## src/sv/nafsac_pkg.sv

```systemverilog
`timescale 1ns / 1ps
`default_nettype none

package nafsac_pkg;

	// Magnitude width that is recoded; upper input bits are ignored.
	localparam int BITS      = 32;

	localparam int MAG_W     = 32;
	localparam int VAL_W     = 36;
	localparam int IDX_W     = 7;
	localparam int LEFT_W    = 6;
	localparam int RIGHT_W   = 7;

	localparam int DIG_DEPTH = BITS + 1;
	localparam int DADDR_W   = $clog2(DIG_DEPTH);
	localparam int LEN_W     = $clog2(DIG_DEPTH + 1);

	// NAF digit codes as stored in the digit RAM
	localparam logic [1:0] DIG_ZERO = 2'b00;
	localparam logic [1:0] DIG_POS  = 2'b01;
	localparam logic [1:0] DIG_NEG  = 2'b11;

	// Third operand codes of a chain step
	localparam logic signed [RIGHT_W-1:0] RIGHT_ADD = RIGHT_W'(1);
	localparam logic signed [RIGHT_W-1:0] RIGHT_SUB = '1;
	localparam logic signed [RIGHT_W-1:0] RIGHT_NEG = '0;

	typedef enum logic [2:0] {
		ST_IDLE,
		ST_RECODE,
		ST_FIRST,
		ST_DBL,
		ST_ADD,
		ST_NEG,
		ST_BAD
	} state_t;

	typedef enum logic [2:0] {
		EMIT_NONE,
		EMIT_FIRST,
		EMIT_DBL,
		EMIT_ADD,
		EMIT_NEG,
		EMIT_BAD
	} emit_sel_t;

	typedef struct packed {
		logic      in_ready;
		logic      recode;
		emit_sel_t emit_sel;
	} cmd_t;

	typedef struct packed {
		logic in_valid;
		logic zero_in;
		logic recode_done;
		logic out_free;
		logic emit_last;
		logic len_one;
		logic cur_one;
		logic digit_nz;
	} status_t;

endpackage

`default_nettype wire

```

## src/sv/nafsac_in_if.sv

```systemverilog
`timescale 1ns / 1ps
`default_nettype none

interface nafsac_in_if;
	logic                          valid;
	logic                          ready;
	logic [nafsac_pkg::MAG_W-1:0]  magnitude;
	logic                          is_negative;
	logic                          sign_matters;

	modport source (output valid, output magnitude, output is_negative,
		output sign_matters, input ready);
	modport sink (input valid, input magnitude, input is_negative,
		input sign_matters, output ready);
endinterface

`default_nettype wire

```

## src/sv/nafsac_out_if.sv

```systemverilog
`timescale 1ns / 1ps
`default_nettype none

interface nafsac_out_if;
	logic                                  valid;
	logic                                  ready;
	logic        [nafsac_pkg::IDX_W-1:0]   step_index;
	logic signed [nafsac_pkg::VAL_W-1:0]   step_value;
	logic        [nafsac_pkg::LEFT_W-1:0]  left_operand;
	logic signed [nafsac_pkg::RIGHT_W-1:0] right_operand;
	logic                                  last_step;
	logic                                  bad_input;

	modport source (output valid, output step_index, output step_value,
		output left_operand, output right_operand, output last_step,
		output bad_input, input ready);
	modport sink (input valid, input step_index, input step_value,
		input left_operand, input right_operand, input last_step,
		input bad_input, output ready);
endinterface

`default_nettype wire

```

## src/sv/nafsac_ram.sv

```systemverilog
`timescale 1ns / 1ps
`default_nettype none

module nafsac_ram #(
	parameter int WIDTH = 2,
	parameter int DEPTH = 33
) (
	input  wire logic                     clk,
	input  wire logic                     wr_en,
	input  wire logic [$clog2(DEPTH)-1:0] wr_addr,
	input  wire logic [WIDTH-1:0]         wr_data,
	input  wire logic                     rd_en,
	input  wire logic [$clog2(DEPTH)-1:0] rd_addr,
	output logic      [WIDTH-1:0]         rd_data
);

	logic [WIDTH-1:0] mem_q [DEPTH];

	always_ff @(posedge clk) begin
		if (wr_en) begin
			mem_q[wr_addr] <= wr_data;
		end
		if (rd_en) begin
			rd_data <= mem_q[rd_addr];
		end
	end

endmodule

`default_nettype wire

```

## src/sv/nafsac_ctrl.sv

```systemverilog
`timescale 1ns / 1ps
`default_nettype none

module nafsac_ctrl (
	input  wire logic                clk,
	input  wire logic                arst_n,
	input  wire nafsac_pkg::status_t status,
	output nafsac_pkg::cmd_t         cmd
);

	nafsac_pkg::state_t state_q;
	nafsac_pkg::state_t state_d;

	always_ff @(posedge clk or negedge arst_n) begin
		if (!arst_n) begin
			state_q <= nafsac_pkg::ST_IDLE;
		end else begin
			state_q <= state_d;
		end
	end

	// next state
	always_comb begin
		state_d = state_q;
		case (state_q)
			nafsac_pkg::ST_IDLE: begin
				if (status.in_valid) begin
					state_d = status.zero_in ? nafsac_pkg::ST_BAD : nafsac_pkg::ST_RECODE;
				end
			end
			nafsac_pkg::ST_RECODE: begin
				if (status.recode_done) begin
					state_d = nafsac_pkg::ST_FIRST;
				end
			end
			nafsac_pkg::ST_FIRST: begin
				if (status.out_free) begin
					if (status.emit_last) begin
						state_d = nafsac_pkg::ST_IDLE;
					end else if (status.len_one) begin
						state_d = nafsac_pkg::ST_NEG;
					end else begin
						state_d = nafsac_pkg::ST_DBL;
					end
				end
			end
			nafsac_pkg::ST_DBL: begin
				if (status.out_free) begin
					if (status.emit_last) begin
						state_d = nafsac_pkg::ST_IDLE;
					end else if (status.digit_nz) begin
						state_d = nafsac_pkg::ST_ADD;
					end else if (status.cur_one) begin
						state_d = nafsac_pkg::ST_NEG;
					end else begin
						state_d = nafsac_pkg::ST_DBL;
					end
				end
			end
			nafsac_pkg::ST_ADD: begin
				if (status.out_free) begin
					if (status.emit_last) begin
						state_d = nafsac_pkg::ST_IDLE;
					end else if (status.cur_one) begin
						state_d = nafsac_pkg::ST_NEG;
					end else begin
						state_d = nafsac_pkg::ST_DBL;
					end
				end
			end
			nafsac_pkg::ST_NEG, nafsac_pkg::ST_BAD: begin
				if (status.out_free) begin
					state_d = nafsac_pkg::ST_IDLE;
				end
			end
			default: begin
				state_d = nafsac_pkg::ST_IDLE;
			end
		endcase
	end

	// outputs
	always_comb begin
		cmd.in_ready = 1'b0;
		cmd.recode   = 1'b0;
		cmd.emit_sel = nafsac_pkg::EMIT_NONE;
		case (state_q)
			nafsac_pkg::ST_IDLE:   cmd.in_ready = 1'b1;
			nafsac_pkg::ST_RECODE: cmd.recode   = 1'b1;
			nafsac_pkg::ST_FIRST:  cmd.emit_sel = nafsac_pkg::EMIT_FIRST;
			nafsac_pkg::ST_DBL:    cmd.emit_sel = nafsac_pkg::EMIT_DBL;
			nafsac_pkg::ST_ADD:    cmd.emit_sel = nafsac_pkg::EMIT_ADD;
			nafsac_pkg::ST_NEG:    cmd.emit_sel = nafsac_pkg::EMIT_NEG;
			nafsac_pkg::ST_BAD:    cmd.emit_sel = nafsac_pkg::EMIT_BAD;
			default:               cmd.emit_sel = nafsac_pkg::EMIT_NONE;
		endcase
	end

endmodule

`default_nettype wire

```

## src/sv/nafsac_dp.sv

```systemverilog
`timescale 1ns / 1ps
`default_nettype none

module nafsac_dp (
	input  wire logic             clk,
	input  wire logic             arst_n,
	input  wire nafsac_pkg::cmd_t cmd,
	output nafsac_pkg::status_t   status,
	nafsac_in_if.sink             operand,
	nafsac_out_if.source          chain
);

	localparam int VAL_W   = nafsac_pkg::VAL_W;
	localparam int IDX_W   = nafsac_pkg::IDX_W;
	localparam int LEFT_W  = nafsac_pkg::LEFT_W;
	localparam int RIGHT_W = nafsac_pkg::RIGHT_W;
	localparam int LEN_W   = nafsac_pkg::LEN_W;
	localparam int DADDR_W = nafsac_pkg::DADDR_W;
	localparam int BITS    = nafsac_pkg::BITS;

	// recoder
	logic [BITS-1:0]  v_q;
	logic             carry_q;
	logic [LEN_W-1:0] len_q;
	logic             smat_q;
	logic             neg_q;

	// chain walk
	logic signed [VAL_W-1:0] m_q;
	logic [IDX_W-1:0]        step_q;
	logic [LEN_W-1:0]        cursor_q;

	// output register
	logic                      out_valid_q;
	logic [IDX_W-1:0]          out_idx_q;
	logic signed [VAL_W-1:0]   out_val_q;
	logic [LEFT_W-1:0]         out_left_q;
	logic signed [RIGHT_W-1:0] out_right_q;
	logic                      out_last_q;
	logic                      out_bad_q;

	logic [BITS-1:0] v_in;
	logic            accept;
	logic [1:0]      rc_sum;
	logic [1:0]      rc_digit;
	logic            rc_carry;

	logic [1:0]         rd_data;
	logic               rd_en;
	logic [DADDR_W-1:0] rd_addr;

	logic                      load;
	logic                      len_one;
	logic                      cur_one;
	logic                      digit_nz;
	logic                      m_pos;
	logic                      same;
	logic signed [VAL_W-1:0]   m_dbl;
	logic signed [VAL_W-1:0]   m_add;
	logic signed [VAL_W-1:0]   m_negv;
	logic [IDX_W-1:0]          e_idx;
	logic signed [VAL_W-1:0]   e_val;
	logic [LEFT_W-1:0]         e_left;
	logic signed [RIGHT_W-1:0] e_right;
	logic                      e_last;
	logic                      e_bad;

	// a negation step follows when the sign differs from the requested one
	function automatic logic neg_needed(input logic signed [VAL_W-1:0] x,
		input logic smat, input logic neg);
		neg_needed = smat && (x[VAL_W-1] != neg) && (x != '0);
	endfunction

	assign v_in   = BITS'(operand.magnitude);
	assign accept = operand.valid && cmd.in_ready;
	assign operand.ready = cmd.in_ready;

	// one NAF digit per cycle from the two low bits plus carry
	always_comb begin
		rc_sum   = {1'b0, v_q[0]} + {1'b0, carry_q};
		rc_digit = nafsac_pkg::DIG_ZERO;
		rc_carry = 1'b0;
		case (rc_sum)
			2'd1: begin
				if (v_q[1]) begin
					rc_digit = nafsac_pkg::DIG_NEG;
					rc_carry = 1'b1;
				end else begin
					rc_digit = nafsac_pkg::DIG_POS;
				end
			end
			2'd2: rc_carry = 1'b1;
			default: rc_carry = 1'b0;
		endcase
	end

	nafsac_ram #(
		.WIDTH(2),
		.DEPTH(nafsac_pkg::DIG_DEPTH)
	) u_digits (
		.clk     (clk),
		.wr_en   (cmd.recode),
		.wr_addr (DADDR_W'(len_q)),
		.wr_data (rc_digit),
		.rd_en   (rd_en),
		.rd_addr (rd_addr),
		.rd_data (rd_data)
	);

	assign load     = (cmd.emit_sel != nafsac_pkg::EMIT_NONE) && (!out_valid_q || chain.ready);
	assign len_one  = (len_q == LEN_W'(1));
	assign cur_one  = (cursor_q == LEN_W'(1));
	assign digit_nz = (rd_data != nafsac_pkg::DIG_ZERO);

	// prefetch the next lower digit whenever a digit is finished
	always_comb begin
		rd_en   = 1'b0;
		rd_addr = DADDR_W'(cursor_q - LEN_W'(2));
		case (cmd.emit_sel)
			nafsac_pkg::EMIT_FIRST: begin
				rd_en   = load && !len_one;
				rd_addr = DADDR_W'(len_q - LEN_W'(2));
			end
			nafsac_pkg::EMIT_DBL: rd_en = load && !digit_nz && !cur_one;
			nafsac_pkg::EMIT_ADD: rd_en = load && !cur_one;
			default:              rd_en = 1'b0;
		endcase
	end

	assign m_pos  = !m_q[VAL_W-1] && (m_q != '0);
	assign same   = (m_pos == (rd_data == nafsac_pkg::DIG_POS));
	assign m_dbl  = '0 - {m_q[VAL_W-2:0], 1'b0};
	assign m_add  = same ? ~m_q : (VAL_W'(1) - m_q);
	assign m_negv = '0 - m_q;

	always_comb begin
		e_idx   = step_q + IDX_W'(1);
		e_val   = VAL_W'(1);
		e_left  = step_q[LEFT_W-1:0];
		e_right = nafsac_pkg::RIGHT_SUB;
		e_last  = 1'b0;
		e_bad   = 1'b0;
		case (cmd.emit_sel)
			nafsac_pkg::EMIT_FIRST: begin
				e_idx  = IDX_W'(1);
				e_left = '0;
				e_last = len_one && !neg_needed(VAL_W'(1), smat_q, neg_q);
			end
			nafsac_pkg::EMIT_DBL: begin
				e_val   = m_dbl;
				e_right = RIGHT_W'(step_q);
				e_last  = !digit_nz && cur_one && !neg_needed(m_dbl, smat_q, neg_q);
			end
			nafsac_pkg::EMIT_ADD: begin
				e_val   = m_add;
				e_right = same ? nafsac_pkg::RIGHT_ADD : nafsac_pkg::RIGHT_SUB;
				e_last  = cur_one && !neg_needed(m_add, smat_q, neg_q);
			end
			nafsac_pkg::EMIT_NEG: begin
				e_val   = m_negv;
				e_right = nafsac_pkg::RIGHT_NEG;
				e_last  = 1'b1;
			end
			nafsac_pkg::EMIT_BAD: begin
				e_idx  = IDX_W'(1);
				e_left = '0;
				e_last = 1'b1;
				e_bad  = 1'b1;
			end
			default: e_last = 1'b0;
		endcase
	end

	always_ff @(posedge clk or negedge arst_n) begin
		if (!arst_n) begin
			len_q    <= '0;
			carry_q  <= 1'b0;
			m_q      <= '0;
			step_q   <= '0;
			cursor_q <= '0;
		end else begin
			if (accept) begin
				len_q   <= '0;
				carry_q <= 1'b0;
			end else if (cmd.recode) begin
				len_q   <= len_q + LEN_W'(1);
				carry_q <= rc_carry;
			end
			if (load) begin
				case (cmd.emit_sel)
					nafsac_pkg::EMIT_FIRST: begin
						m_q      <= VAL_W'(1);
						step_q   <= IDX_W'(1);
						cursor_q <= len_q - LEN_W'(1);
					end
					nafsac_pkg::EMIT_DBL: begin
						m_q    <= m_dbl;
						step_q <= e_idx;
						if (!digit_nz) begin
							cursor_q <= cursor_q - LEN_W'(1);
						end
					end
					nafsac_pkg::EMIT_ADD: begin
						m_q      <= m_add;
						step_q   <= e_idx;
						cursor_q <= cursor_q - LEN_W'(1);
					end
					nafsac_pkg::EMIT_NEG: begin
						m_q    <= m_negv;
						step_q <= e_idx;
					end
					nafsac_pkg::EMIT_BAD: begin
						m_q      <= VAL_W'(1);
						step_q   <= IDX_W'(1);
						cursor_q <= '0;
						len_q    <= '0;
					end
					default: m_q <= m_q;
				endcase
			end
		end
	end

	// payload registers without reset
	always_ff @(posedge clk) begin
		if (accept) begin
			v_q    <= v_in;
			smat_q <= operand.sign_matters;
			neg_q  <= operand.is_negative;
		end else if (cmd.recode) begin
			v_q <= v_q >> 1;
		end
		if (load) begin
			out_idx_q   <= e_idx;
			out_val_q   <= e_val;
			out_left_q  <= e_left;
			out_right_q <= e_right;
			out_last_q  <= e_last;
			out_bad_q   <= e_bad;
		end
	end

	always_ff @(posedge clk or negedge arst_n) begin
		if (!arst_n) begin
			out_valid_q <= 1'b0;
		end else if (load) begin
			out_valid_q <= 1'b1;
		end else if (chain.ready) begin
			out_valid_q <= 1'b0;
		end
	end

	assign chain.valid         = out_valid_q;
	assign chain.step_index    = out_idx_q;
	assign chain.step_value    = out_val_q;
	assign chain.left_operand  = out_left_q;
	assign chain.right_operand = out_right_q;
	assign chain.last_step     = out_last_q;
	assign chain.bad_input     = out_bad_q;

	assign status.in_valid    = operand.valid;
	assign status.zero_in     = (v_in == '0);
	assign status.recode_done = ((v_q >> 1) == '0) && !rc_carry;
	assign status.out_free    = !out_valid_q || chain.ready;
	assign status.emit_last   = e_last;
	assign status.len_one     = len_one;
	assign status.cur_one     = cur_one;
	assign status.digit_nz    = digit_nz;

endmodule

`default_nettype wire

```

## src/sv/naf_signed_addition_chain.sv

```systemverilog
`timescale 1ns / 1ps
`default_nettype none

// Channel   Dir  Payload                                                   Per item
// operand   in   magnitude[32], is_negative, sign_matters                  one
// chain     out  step_index[7], step_value[36] s, left_operand[6],         1..50 steps
//                right_operand[7] s, last_step, bad_input
//
// Flow: after accept the recoder writes one NAF digit per cycle into the digit RAM
// (L <= BITS+1 digits), then the walk emits one chain step per cycle unless the
// output stalls. A new item is taken only once the last step of the current one
// is loaded; a zero magnitude yields a single bad-input step.
// Reset clears the controller, counters and output valid; digit RAM is not cleared.
// A stalled output holds the step in the output register and freezes the walk.

module naf_signed_addition_chain (
	input  wire logic     clk,
	input  wire logic     arst_n,
	nafsac_in_if.sink     operand,
	nafsac_out_if.source  chain
);

	nafsac_pkg::cmd_t    cmd;
	nafsac_pkg::status_t status;

	// sequencer: idle, recode, then one state per kind of chain step
	nafsac_ctrl u_ctrl (
		.clk    (clk),
		.arst_n (arst_n),
		.status (status),
		.cmd    (cmd)
	);

	// recoder shift register, digit RAM, running value and output register
	nafsac_dp u_dp (
		.clk     (clk),
		.arst_n  (arst_n),
		.cmd     (cmd),
		.status  (status),
		.operand (operand),
		.chain   (chain)
	);

	// once an item is taken, ready is low in the following cycle
	assert property (@(posedge clk) disable iff (!arst_n)
		(operand.valid && operand.ready) |=> !cmd.in_ready)
		else $error("input taken again right after accept");

	// a zero magnitude goes straight to the bad-input step
	assert property (@(posedge clk) disable iff (!arst_n)
		(operand.valid && operand.ready && status.zero_in)
		|=> (cmd.emit_sel == nafsac_pkg::EMIT_BAD))
		else $error("zero magnitude not flagged");

	// emitting the final step returns the controller to idle
	assert property (@(posedge clk) disable iff (!arst_n)
		((cmd.emit_sel != nafsac_pkg::EMIT_NONE) && status.out_free && status.emit_last)
		|=> cmd.in_ready)
		else $error("controller busy after final step");

	// a bad-input step is the only step of its chain
	assert property (@(posedge clk) disable iff (!arst_n)
		(chain.valid && chain.bad_input)
		|-> (chain.last_step && (chain.step_index == nafsac_pkg::IDX_W'(1))))
		else $error("bad input step malformed");

endmodule

`default_nettype wire

```

## src/flat_wrapper.sv

```systemverilog
// flat-port wrapper written by rule: the top's interface ports become plain ports
module naf_signed_addition_chain_flat 
  (clk, arst_n, operand_valid, operand_magnitude, operand_is_negative, operand_sign_matters, operand_ready, chain_valid, chain_step_index, chain_step_value, chain_left_operand, chain_right_operand, chain_last_step, chain_bad_input, chain_ready);
  nafsac_in_if operand_i ();
  nafsac_out_if chain_i ();
  input  wire logic clk;
  input  wire logic arst_n;
  input wire logic [$bits(operand_i.valid)-1:0] operand_valid;
  input wire logic [$bits(operand_i.magnitude)-1:0] operand_magnitude;
  input wire logic [$bits(operand_i.is_negative)-1:0] operand_is_negative;
  input wire logic [$bits(operand_i.sign_matters)-1:0] operand_sign_matters;
  output wire logic [$bits(operand_i.ready)-1:0] operand_ready;
  output wire logic [$bits(chain_i.valid)-1:0] chain_valid;
  output wire logic [$bits(chain_i.step_index)-1:0] chain_step_index;
  output wire logic [$bits(chain_i.step_value)-1:0] chain_step_value;
  output wire logic [$bits(chain_i.left_operand)-1:0] chain_left_operand;
  output wire logic [$bits(chain_i.right_operand)-1:0] chain_right_operand;
  output wire logic [$bits(chain_i.last_step)-1:0] chain_last_step;
  output wire logic [$bits(chain_i.bad_input)-1:0] chain_bad_input;
  input wire logic [$bits(chain_i.ready)-1:0] chain_ready;
  assign operand_i.valid = operand_valid;
  assign operand_i.magnitude = operand_magnitude;
  assign operand_i.is_negative = operand_is_negative;
  assign operand_i.sign_matters = operand_sign_matters;
  assign operand_ready = operand_i.ready;
  assign chain_valid = chain_i.valid;
  assign chain_step_index = chain_i.step_index;
  assign chain_step_value = chain_i.step_value;
  assign chain_left_operand = chain_i.left_operand;
  assign chain_right_operand = chain_i.right_operand;
  assign chain_last_step = chain_i.last_step;
  assign chain_bad_input = chain_i.bad_input;
  assign chain_i.ready = chain_ready;
  naf_signed_addition_chain u_core (.clk(clk), .arst_n(arst_n), .operand(operand_i), .chain(chain_i));
endmodule
```

## config.mk

```make
export PLATFORM = sky130hd
export DESIGN_NAME = naf_signed_addition_chain_flat
export DESIGN_NICKNAME = d
export VERILOG_FILES = /design/src/sv/nafsac_pkg.sv /design/src/sv/nafsac_in_if.sv /design/src/sv/nafsac_out_if.sv /design/src/sv/nafsac_ram.sv /design/src/sv/nafsac_ctrl.sv /design/src/sv/nafsac_dp.sv /design/src/sv/naf_signed_addition_chain.sv /design/src/flat_wrapper.sv
export SDC_FILE = /design/constraint.sdc
export NUM_CORES = 1
export LEC_CHECK = 0
export BUFFER_PORTS_ARGS = -buffer_cell sky130_fd_sc_hd__buf_2
export CAP_MARGIN = 10
export CORE_ASPECT_RATIO = 1.25
export CORE_UTILIZATION = 41
export CTS_BUF_LIST = sky130_fd_sc_hd__clkbuf_16
export DETAILED_ROUTE_END_ITERATION = 12
export MAX_ROUTING_LAYER = met4
export PLACE_DENSITY_LB_ADDON = 0.2
export REMOVE_ABC_BUFFERS = 1
export SLEW_MARGIN = 20
export SYNTH_ARGS = -nofsm -noshare
export SYNTH_HDL_FRONTEND = slang
export SYNTH_SLANG_ARGS = --single-unit
```

## constraint.sdc

```tcl
create_clock -name clk -period 4.8 [get_ports clk]
set_input_delay 0 -clock clk [delete_from_list [all_inputs] [get_ports clk]]
set_output_delay 0 -clock clk [all_outputs]
set_load 0.02 [all_outputs]
```

# --- Word level (Yosys, flattened, before mapping) ---
# Memory sizes are Yosys's and may differ from the RTL's. A register that Yosys moved wholly into a read port is not among the register bits.
# Cells that the tools add are included.
op_classes:
  magnitude_cmp: 0
  n_shift: 0
  n_mul: 0
  eq_ne: 26
  div_mod_pow: 0
  bitwise_logic: 1
  mux: 46
  add_sub_neg: 10
  n_reduce_logical: 48
ops:
  columns: ["operator", "n"]
  rows:
  - ["one-hot mux 36 bit (4 select lines)", 1]
  - ["one-hot mux 36 bit (3 select lines)", 1]
  - ["nonzero test 36 bit", 3]
  - ["subtractor 1 x 36 -> 36 bit (first input constant)", 2]
  - ["logical NOT 32 bit", 2]
  - ["2-to-1 mux 32 bit", 2]
  - ["2-to-1 mux 3 bit", 13]
  - ["2-to-1 mux 36 bit", 1]
  - ["2-to-1 mux 6 bit", 6]
  - ["inverter 36 bit", 1]
  - ["subtractor 2 x 36 -> 36 bit (first input constant)", 1]
  - ["one-hot mux 6 bit (4 select lines)", 1]
  - ["one-hot mux 7 bit (3 select lines)", 1]
  - ["one-hot mux 3 bit (6 select lines)", 1]
  - ["logical AND 1 bit", 17]
  - ["equality test 3 bit (second input constant)", 5]
  - ["one-hot mux 3 bit (5 select lines)", 1]
  - ["2-to-1 mux 7 bit", 2]
  - ["one-hot mux 7 bit (2 select lines)", 1]
  - ["equality test 3 x 2 -> 1 bit (second input constant)", 4]
  - ["equality test 6 x 1 -> 1 bit (second input constant)", 2]
  - ["subtractor 6 x 1 -> 6 bit (second input constant)", 2]
  - ["subtractor 6 x 2 -> 6 bit (second input constant)", 2]
  - ["2-to-1 mux 1 bit", 10]
  - ["25 further kinds", 49]
word_totals:
  mem_count: 1
  ramBits: 66
  output_inout_bits: 60
  register_bits: 152
  latch_bits: 0
  mem_bits_ro: 0
memory_table:
  columns: ["name", "depth", "word_bits", "read_ports", "rd_clocked_by_memory_dff", "write_ports", "line_no", "rtl"]
  rows:
  - ["u_core.u_dp.u_digits.mem_q", 33, 2, 1, 1, 1, "nafsac_ram.sv:17", "logic [WIDTH-1:0] mem_q [DEPTH];"]

# --- Logic depth before layout (Yosys ltp) ---
# Gate-level depths: netlist of the first run.
depth:
  ltp_word: 13
  depth_mapped: 15
  ltp_nobuf: 11

# --- By module ---
# A second synthesis of the first run with hierarchy kept.
unflattened:
  cells_unflattened: 1263
  area_unflattened_um2: 12784.8
modules_own_cells:
  columns: ["mod", "instances", "cells_each", "area_per_inst_um2", "seq_area_each_um2"]
  rows:
  - ["nafsac_dp", 1, 1035, 9522.9, 4189.0]
  - ["nafsac_ram", 1, 182, 2904.0, 2042.0]
  - ["nafsac_ctrl", 1, 46, 357.8, 75.1]

# --- Worst setup path after synthesis of the first run ---
# No wires, ideal clock.
synth_timing:
  path_type: "register to register"
  startpoint: "register u_core.u_ctrl.state_q[2]"
  endpoint: "register u_core.u_dp.out_bad_q (netlist: u_core.u_dp.chain.bad_input), enable pin"
  required_time_ns: 4.356
  path_stages_with_launch: 8
  setup_slack_ns: 1.133
  setup_time_ns: 0.444
  t_arrival_ns: 3.223
  path_cell_list: "dfrtp_1 > clkbuf_1 > nor2_1 > o21bai_1 > nand2b_1 > inv_1 > clkbuf_1 > buf_1"
synth_between:
  elab_chain_len: 4
synth_lines:
  columns: ["item", "line_no", "rtl"]
  rows:
  - ["start, declared", "nafsac_ctrl.sv:11", "nafsac_pkg::state_t state_q;"]
  - ["start signal, assigned", "nafsac_ctrl.sv:16", "state_q <= nafsac_pkg::ST_IDLE;"]
  - ["start signal, assigned", "nafsac_ctrl.sv:18", "state_q <= state_d;"]
  - ["equality test 3 bit or equality test 3 x 2 -> 1 bit (tied branches)", "nafsac_ctrl.sv:87", "case (state_q)"]
  - ["one-hot mux 3 bit (5 select lines) (*)", "nafsac_ctrl.sv:87", null]
  - ["nonzero test 3 bit (*)", "nafsac_dp.sv:110", "assign load = (cmd.emit_sel != nafsac_pkg::EMIT_NONE) && (!out_valid_q || chain.ready);"]
  - ["logical AND 1 bit (*)", "nafsac_dp.sv:110", null]
  - ["via u_core.u_dp.load", "nafsac_dp.sv:52", "logic load;"]
  - ["end signal, assigned", "nafsac_dp.sv:239", "out_bad_q <= e_bad;"]
  - ["end, declared", "nafsac_dp.sv:40", "logic out_bad_q;"]
# Mark *: on every way through the listed nets, which the timed path passes. The rest lies on a longest branch.
# A chain may end at the register's enable or synchronous reset.

# --- Final worst setup path of the first run ---
layout_timing:
  startpoint: "register u_core.u_dp.m_q[0]"
  endpoint: "register u_core.u_dp.out_last_q (netlist: u_core.u_dp.chain.last_step), data pin"
layout_between:
  elab_chain_len: 10
layout_lines:
  columns: ["item", "line_no", "rtl"]
  rows:
  - ["start, declared", "nafsac_dp.sv:29", "logic signed [VAL_W-1:0] m_q;"]
  - ["start signal, assigned", "nafsac_dp.sv:197", "m_q <= m_dbl;"]
  - ["start signal, assigned", "nafsac_dp.sv:204", "m_q <= m_add;"]
  - ["start signal, assigned", "nafsac_dp.sv:209", "m_q <= m_negv;"]
  - ["branches (longest 9 deep; another with subtractor 2 x 36 -> 36 bit)", null, null]
  - ["one-hot mux 1 bit (4 select lines) (*)", "nafsac_dp.sv:143", "case (cmd.emit_sel)"]
  - ["via u_core.u_dp.e_last", "nafsac_dp.sv:65", "logic e_last;"]
  - ["end signal, assigned", "nafsac_dp.sv:238", "out_last_q <= e_last;"]
  - ["end, declared", "nafsac_dp.sv:39", "logic out_last_q;"]
# Mark *: on every way through the listed nets, which the timed path passes.

==> impl_metrics.toml, run 1 <==
[floorplanning]
design.core.area_mm2 = 0.0311
ios = 98
initial_utilization = 0.418
die_w_um = 161
die_h_um = 201
dieArea_mm2 = 0.0324
num_rows = 72

[global_routing]
grt_pass1_wl_um = 62000
antenna_found_initial = 1
grt_pass1_vias = 11000
overflow = 0
grt_start_max_net_pins = 89
grt_usage = 0.254

[routing]
viasPerCell = 5.88
drtIter0Drc = 862
via_count = 11000
drcViolationCount = 0
avgRoutedWirePerCell_um = 21.4
finalWirelength_um = 40000
final_antenna_net_count = 0
dr.pass1.iters = 5

[critical_path]
reg2reg_slack_ns = 0.41
cp_slowest_cell = "nor4b_1"
critical_path_arrival_ns = 4.65
cpMostUsedCell = "nand4_1"
r2r_cells = 12
crit_type = "register to register"
max_stage_delay_ns = 0.58
critical-path-top-delay-family = "simple AND/OR/NAND/NOR gates"
cp_num_buf_inv = 2
timing.rr.end = "u_core.u_dp.chain.last_step"
cp-end-kind = "register"
crit_path_start_kind = "register"
worstPathRequired_ns = 5.06
worstPathMaxFanout = 20
r2r_start = "u_core.u_dp.m_q[0]"
path_cells = "clkinv_1 > buf_4 > ha_1 > nor4b_1 > nand4_1 > o31ai_4 > nor2_2 > nor4_1 > xor2_1 > nand4_1 > nor4_2 > or4_1"

[logic_synthesis]
seq_area_frac_synth = 0.485
synth_cells = 1339
yosysUniqueCellTypes = 84
avgSynthCellArea_um2 = 9.71
ys_warn_count = 0
ys_ff_latch = 220
synth_edf_count = 160
async_reset_ff_frac = 0.273
synth_area_mm2 = 0.0130
synth_flop_cell = "edfxtp_1"

[power]
peakVddDrop_mv = 0.335
cellLeakagePower_nw = 5.68
cellPowerDensity_mw_per_mm2 = 688

[clock_network]
ctsResizeCount = 0
cts.reportedPaths.clkPinSlew_ns = 0.06
cts_buffers = 25
cts_setup_buffers = 0
h-tree-depth = 1
cts_buffer_depth = 3
cts.sinks = 220
root_buffer = "clkbuf_16"
cts_tree = "built"
clkLatencyLatePin_ns = 0.53
holdBufCountCts = 38

[place]
detailed_place_hpwl_um = 28100
place_congestion = 0.981
pre_cts_slack_ns = 0.454
numPortBuffers = 97

[sta]
slew_violations = 0
worst_slack_ns = 0.412
min_period_over_period = 0.914
tightest_slew_ns = 1.05
setup_viol = 0
slew_headroom = 0.298
clock-skew-final_ns = 0.0160
max_freq_mhz = 228
finalHoldViolCount = 0
min_period_ns = 4.39
final.setup.tns_ns = 0
rsz0062_at_grt = "no"

[finish]
register_area_mm2 = 0.00631
fillers = 2924
layout.nets = 1494
area_delta_synth_final_pct = 15.5
layout_common_cells = "211 x nand2_1, 160 x edfxtp_1, 118 x nor2_1"
multi_input_area_mm2 = 0.00622
drive_gt1_frac = 0.151
final_common_cell = "nand2_1"
final_core_util = 0.483

[outcome]
outcome = "complete, no violations"

[run]
cap_violations = 0

[worst_hold_path]
hp-class = "input pin to async pin"
## stage by stage
stage	hold slack [ns]	area, um2	std cells	total power [mW]
2_1_floorplan	-0.296	12600	1245	6.94
3_5_place_dp	0.219	13900	1786	8.59
3_3_place_gp	0.219	13900	1786	8.53
4_1_cts	0.213	15000	1869	10.4
6_report	0.194	15000	1870	10.3
5_1_grt	0.227	15000	1870	11.0
## cells by family after synthesis
| group | share of synthesized area |
|---|---|
| xor gates and xnor gates | 0.0438 |
| AOI/OAI and AO/OA | 0.153 |
| adders and majority gates | 0.0116 |
| buffers and inverters | 0.0382 |
| muxes | 0.0515 |
| and+or+nand+nor | 0.217 |
| DFF | 0.485 |
## how the worst max path moves through the flow
| stage | startpoint | to | cells past startpoint |
|---|---|---|---|
| 6_report | u_core.u_dp.m_q[0] | u_core.u_dp.chain.last_step | 12 |
| 5_1_grt | u_core.u_dp.m_q[1] | u_core.u_dp.chain.last_step | 11 |
| 4_1_cts | u_core.u_dp.m_q[1] | u_core.u_dp.chain.last_step | 11 |
| 3_5_place_dp | u_core.u_dp.m_q[1] | u_core.u_dp.chain.last_step | 11 |
| 3_3_place_gp | u_core.u_dp.m_q[0] | u_core.u_dp.chain.last_step | 12 |
| 2_1_floorplan | u_core.u_ctrl.state_q[0] | u_core.u_dp.u_digits.rd_data[0] | 8 |
## routing by layer
layer  vias to the layer above  global-route usage  part of all wire
met3                       107              0.0300             0.050
li1                       5146                   -                 -
met4                         0               0.113             0.044
met1                      5345               0.288              0.39
met5                         -                   -                 0
met2                       396               0.445              0.52
## worst min-delay path: cells and delay by family
family	cells	cell delay [ns]
buffers and inverters	3	1.23
## cell usage after synthesis, drive strengths merged (10+ instances only)
master  number  area [um2]
nand4       19         131
or2         11        68.8
xor2        22         193
nor4        53         429
o21ai      101         505
o22ai       13        81.3
o21a        17         128
nand3       26         130
o211ai      24         180
nor3        39         210
a21oi       44         224
nor2b       10        62.6
o31ai       12         109
mux4        10         225
nor2       121         459
dfrtp       60        1500
nand2      211         792
or4         12        90.1
edfxtp     160        4800
mux2i       41         410
ha          12         150
buf         30         159
xnor2       43         377
or3         20         130
a21o        16         120
clkbuf      64         240
a31oi       14         103
and2        14        87.6
inv         24        90.1
## area by class of cell
type                       count  share of cell area
sequential                   220               0.420
multi-input combinational    999               0.414
timing repair buffer         172              0.0761
clock buffer                  25              0.0417
tap                          407              0.0339
clock inverter                20             0.00758
inverter                      26             0.00666
antenna                        1            0.000167
## power by group
part	internal, mW	switching [mW]	total [mW]
combinational	1.75	3.05	4.80
sequential	3.07	0.727	3.80
clock	0.992	0.743	1.74
## flip-flops by register name, summed over array words and instances (netlist names), 2 cells and up
| register | cells |
|---|---|
| u_core.u_dp.u_digits.rd_data | 2 |
| u_core.u_dp.step_q | 7 |
| u_core.u_dp.m_q | 36 |
| u_core.u_dp.u_digits.mem_q | 66 |
| u_core.u_dp.chain.left_operand | 6 |
| u_core.u_ctrl.state_q | 3 |
| u_core.u_dp.chain.step_index | 7 |
| u_core.u_dp.cursor_q | 6 |
| u_core.u_dp.len_q | 6 |
| u_core.u_dp.v_q | 32 |
| u_core.u_dp.chain.step_value | 36 |
| u_core.u_dp.chain.right_operand | 7 |
(Power assumes the default switching activity.)
==> inputs of run 2 (changes only) <==
Settings changed: CTS_CLUSTER_DIAMETER set to 60, SYNTH_HIERARCHICAL set to 1.
==> impl_metrics.toml, run 2 <==
[clock_network]
cts.reportedPaths.clkPinSlew_ns = 0.06
cts_tree = "built"
cts.sinks = 220
cts_buffers = 25
root_buffer = "clkbuf_16"
clkLatencyLatePin_ns = 0.54
h-tree-depth = 1
cts_buffer_depth = 3

[logic_synthesis]
async_reset_ff_frac = 0.273
synth_top_cells_by_count = "160 x edfxtp_1, 147 x nor2_1, 104 x nand2_1"
synth_flop_cell = "edfxtp_1"
ys_ff_latch = 220
yosysMostFrequentCell = "edfxtp_1"
synth_top_cell_by_area = "edfxtp_1"
synth_edf_count = 160
ys_warn_count = 6
yosysUniqueCellTypes = 81
seq_area_frac_synth = 0.493
synth_area_leaders = "edfxtp_1 38%, dfrtp_1 12%, nor2_1 4.3%"
synth_top_area_frac = 0.376
synth_cells = 1263
synth_area_mm2 = 0.0128
avgSynthCellArea_um2 = 10.1

[sta]
min_period_ns = 4.66
min_period_over_period = 0.972
clock-skew-final_ns = 0.0227
slew_violations = 0
setup_viol = 0
finalHoldViolCount = 0
tightest_slew_ns = 1.03
slew_headroom = 0.315
worst_slack_ns = 0.135
max_freq_mhz = 214

[global_routing]
grt_pass1_vias = 10900
overflow = 0
grt_pass1_wl_um = 61000
grt_usage = 0.255
grt_start_max_net_pins = 61
antenna_found_initial = 0

[critical_path]
worstPathRequired_ns = 5.22
max_stage_delay_ns = 0.56
r2r_cells = 15
crit_type = "register to register"
reg2reg_slack_ns = 0.14
cp-end-kind = "register"
crit_path_start_kind = "register"
r2r_start = "u_core/u_dp/m_q[1]"
path_cells = "inv_2 > ha_1 > or4b_4 > or3_4 > or4_4 > a222oi_1 > or4b_1 > or4_4 > o41ai_4 > a311oi_2 > o41ai_4 > nand3b_1 > a211oi_1 > o21ai_1 > o211ai_1"
timing.rr.end = "u_core/u_ctrl/state_q[2]"
critical_path_arrival_ns = 5.09
worstPathMaxFanout = 6
cp_slowest_cell = "or4_4"

[finish]
drive_gt1_frac = 0.220
multi_input_area_mm2 = 0.00602
final_common_cell = "edfxtp_1"
largest_reg_flops = 66
antennaDiodeCount = 0
layout_common_cells = "160 x edfxtp_1, 143 x nor2_1, 104 x nand2_1"
layout.nets = 1475
final_core_util = 0.506
area_delta_synth_final_pct = 20.3
register_area_mm2 = 0.00631
fillers = 2826
largest_register = "u_core/u_dp/u_digits/mem_q"

[run]
cap_violations = 0

[worst_hold_path]
min-delay-start = "operand_valid"
hp-class = "input pin to register"
holdPathEnd = "u_core/u_dp/len_q[0]"
hold_depth = 4

[floorplanning]
design.core.area_mm2 = 0.0304
ios = 98
initial_utilization = 0.421
dieArea_mm2 = 0.0319
die_h_um = 199
num_rows = 71
die_w_um = 160

[place]
detailed_place_hpwl_um = 27900
place_congestion = 0.963
pre_cts_slack_ns = -0.0354
numPortBuffers = 97

[power]
cellLeakagePower_nw = 5.74
cellPowerDensity_mw_per_mm2 = 774
peakVddDrop_mv = 0.372

[routing]
avgRoutedWirePerCell_um = 21.2
drcViolationCount = 0
final_antenna_net_count = 0
dr.pass1.iters = 6
viasPerCell = 5.83
finalWirelength_um = 39100
via_count = 10800
drtIter0Drc = 804

[outcome]
outcome = "complete, no violations"
## run 2: cell types whose count changed after synthesis, moves of 12 or more
cell,previous run,this run
nand2_1,211,104
o211ai_1,24,9
nor2_1,119,147
buf_2,16,4
mux2_2,2,38
mux2i_1,41,23
clkbuf_1,64,77
## run 2: worst max-delay path by stage
stage / startpoint / to / cells past startpoint
final: u_core/u_dp/m_q[1] / u_core/u_ctrl/state_q[2] / 15
after global routing: u_core/u_dp/m_q[1] / u_core/u_ctrl/state_q[2] / 15
after global placement: u_core/u_dp/m_q[1] / u_core/u_ctrl/state_q[2] / 16
after detailed placement: u_core/u_dp/m_q[1] / u_core/u_ctrl/state_q[2] / 16
after floorplan: u_core/u_ctrl/state_q[1] / u_core/u_dp/m_q[2] / 7
after CTS: u_core/u_dp/m_q[1] / u_core/u_ctrl/state_q[2] / 15
## run 2: what timing repair did
item | 4_1_cts | 5_1_grt
hold buffers | 37 | 0
setup buffers | 0 | 3
pin swaps | 0 | 4
resized for setup | 1 | 11
hold endpoints to repair | 95 | 0
endpoints found under the setup margin | 1 | 2
## run 2: layer usage
layer | vias up | wire length (um) | global-route usage
met5 | - | 0 | -
met4 | 0 | 1880 | 0.134
met3 | 120 | 1970 | 0.0284
met1 | 5202 | 15100 | 0.285
li1 | 5046 | - | -
met2 | 395 | 20100 | 0.449
## run 2: final cells by class
cell class | instances | share of cell area
well taps | 401 | 0.0326
clock buffers | 25 | 0.0407
clock inverters | 20 | 0.0140
flip-flops and latches | 220 | 0.410
inverters | 25 | 0.00610
multi-input cells | 919 | 0.391
repair buffers | 235 | 0.106
## run 2: kinds of logic after synthesis
family	count (synthesis)	synth area share
AOI/OAI and AO/OA	272	0.137
xor gates and xnor gates	77	0.0528
adders and majority gates	11	0.0108
buffers and inverters	124	0.0428
DFF	220	0.493
muxes	69	0.0673
and+or+nand+nor	490	0.197
## run 2: critical path, delay by kind of cell, from the launching register on
kind                       cells  cell delay (ns)
buffers and inverters          1             0.10
adders and majority gates      1             0.16
AOI/OAI and AO/OA              7             1.31
and+or+nand+nor                6             2.56
DFF                            1             0.40
## run 2: power breakdown
part           switching, mW  total [mW]  internal, mW
Clock                  0.795        1.97          1.17
Sequential             0.541        3.66          3.12
Combinational           3.90        6.28          2.38
Total                   5.24        11.9          6.67
## run 2: through the flow
stage / hold slack, ns / std cells / total power, mW / TNS, ns / cell area, um2
finish: 0.0415 / 1845 / 11.9 / 0 / 15400
global route: 0.0875 / 1845 / 12.7 / -0.0216 / 15400
CTS: 0.0318 / 1842 / 11.9 / 0 / 15300
detailed placement: 0.212 / 1760 / 9.87 / -0.0354 / 14100
global placement: 0.212 / 1760 / 9.81 / 0 / 14100
floorplan: -0.296 / 1164 / 7.49 / -52.87 / 12300
==> inputs of run 3 (changes only) <==
Settings changed: CELL_PAD_IN_SITES_DETAIL_PLACEMENT set to 2, CELL_PAD_IN_SITES_GLOBAL_PLACEMENT set to 2, CORE_UTILIZATION 41 to 40, CTS_CLUSTER_SIZE set to 28.
==> impl_metrics.toml, run 3 (synthesis results as in run 2) <==
[finish]
largest_register = "u_core/u_dp/u_digits/mem_q"
layout_common_cells = "160 x edfxtp_1, 143 x nor2_1, 104 x nand2_1"
area_delta_synth_final_pct = 20.0
drive_gt1_frac = 0.221
largest_reg_flops = 66
instances_no_fill = 1844
final_core_util = 0.492
layout.nets = 1470
antennaDiodeCount = 0
final_common_cell = "edfxtp_1"
design_area_mm2 = 0.0153

[place]
place_congestion = 0.920
place_inst = 1761
numPortBuffers = 97
pre_cts_slack_ns = 0.0674
placedInstanceArea_mm2 = 0.0141
detailed_place_hpwl_um = 34100

[floorplanning]
die_h_um = 202
die_w_um = 162
num_rows = 72
ios = 98
design.core.area_mm2 = 0.0312
dieArea_mm2 = 0.0327
initial_utilization = 0.410

[power]
cellLeakagePower_nw = 5.67
finalPower_mw = 12.5
peakVddDrop_mv = 0.443
cellPowerDensity_mw_per_mm2 = 812

[clock_network]
cts.reportedPaths.clkPinSlew_ns = 0.10
root_buffer = "clkbuf_16"
clkLatencyLatePin_ns = 0.56
h-tree-depth = 1
cts_buffer_depth = 3
cts_buffers = 22
cts.sinks = 220
cts_tree = "built"

[critical_path]
cpMostUsedCell = "or4_4"
crit_type = "register to register"
max_stage_delay_ns = 0.54
crit_path_start_kind = "register"
path_cells = "inv_2 > ha_4 > or4b_4 > or3_4 > or4_4 > a222oi_1 > or4b_1 > or4_4 > o41ai_4 > a311oi_2 > o41ai_2 > buf_4 > nand3b_1 > a211oi_2 > o21ai_1 > o211ai_1"
worstPathRequired_ns = 5.21
reg2reg_slack_ns = -0.01
cp_slowest_cell = "or4_4"
r2r_cells = 16
r2r_start = "u_core/u_dp/m_q[1]"
timing.rr.end = "u_core/u_ctrl/state_q[2]"
worstPathMaxFanout = 4
cp-end-kind = "register"
critical_path_arrival_ns = 5.22

[routing]
drtIter0Drc = 704
viasPerCell = 6.11
via_count = 11300
final_antenna_net_count = 0
drcViolationCount = 0
finalWirelength_um = 51300
avgRoutedWirePerCell_um = 27.8
dr.pass1.iters = 6

[global_routing]
grt_pass1_wl_um = 78600
grt_start_max_net_pins = 61
overflow = 0
grt_usage = 0.327
antenna_found_initial = 0
grt_pass1_vias = 12700

[sta]
finalHoldViolCount = 0
clock-skew-final_ns = 0.0418
slew_violations = 0
slew_headroom = 0.313
worst_slack_ns = -0.0100
max_freq_mhz = 208
setup_viol = 1
min_period_over_period = 1.00
rsz0062_at_grt = "yes"
tightest_slew_ns = 1.03
min_period_ns = 4.81

[worst_hold_path]
hp-class = "input pin to register"
min-delay-start = "operand_valid"
holdPathEnd = "u_core/u_ctrl/state_q[1]"
hold_depth = 4

[run]
cap_violations = 0

[outcome]
violations = "negative setup slack"
outcome = "complete, but fails checks"
==> run 3: critical path: cells and delay by family, from the launching register on <==
family	cells	cell delay, ns
fa+ha+maj	1	0.15
flops	1	0.42
compound gates	7	1.29
buf+inv	2	0.32
simple gates	6	2.47
==> run 3: per-stage QoR <==
stage	TNS [ns]	hold WS, ns
finish	-0.0100	0.140
global route	-0.281	0.163
CTS	0	0.0791
detailed placement	0	0.183
global placement	0	0.178
floorplan	-52.87	-0.296
==> run 3: metal layers <==
metal  vias to the layer above  global-route usage  part of all wire
met5                         -                   -                 0
met4                         0               0.142             0.042
met3                       122              0.0353             0.032
met2                       286               0.614              0.56
met1                      5836               0.341              0.36
li1                       5030                   -                 -
==> run 3: timing repair <==
action,in CTS,in global routing
pin swaps,0,5
setup buffers,1,5
hold buffers,37,0
endpoints found under the hold margin,95,0
gates resized for setup,1,14
endpoints found under the setup margin,1,3
==> run 3: where the power goes <==
| part | total [mW] | internal, mW | switching [mW] | leakage (nW) |
|---|---|---|---|---|
| Clock | 1.89 | 0.942 | 0.945 | 0.366 |
| Sequential | 3.72 | 3.12 | 0.601 | 2.22 |
| Combinational | 6.85 | 2.43 | 4.42 | 3.08 |
==> run 3: worst max path at each step <==
stage | startpoint | endpoint | slack (ns)
2_1_floorplan | u_core/u_ctrl/state_q[1] | u_core/u_dp/m_q[2] | -2.19
3_3_place_gp | u_core/u_dp/m_q[1] | u_core/u_ctrl/state_q[2] | 0.19
3_5_place_dp | u_core/u_dp/m_q[1] | u_core/u_ctrl/state_q[2] | 0.07
4_1_cts | u_core/u_dp/m_q[1] | u_core/u_ctrl/state_q[2] | 0.007
5_1_grt | u_core/u_dp/m_q[1] | u_core/u_ctrl/state_q[2] | -0.20
6_report | u_core/u_dp/m_q[1] | u_core/u_ctrl/state_q[2] | -0.01
==> run 3: cell type report <==
cell class,count,area [um2]
Clock buffer,23,576
Clock inverter,17,199
Fill cell,3271,15800
Inverter,25,93.8
Multi-Input combinational cell,919,6040
Sequential cell,220,6310
Tap cell,407,509
Timing Repair Buffer,233,1620
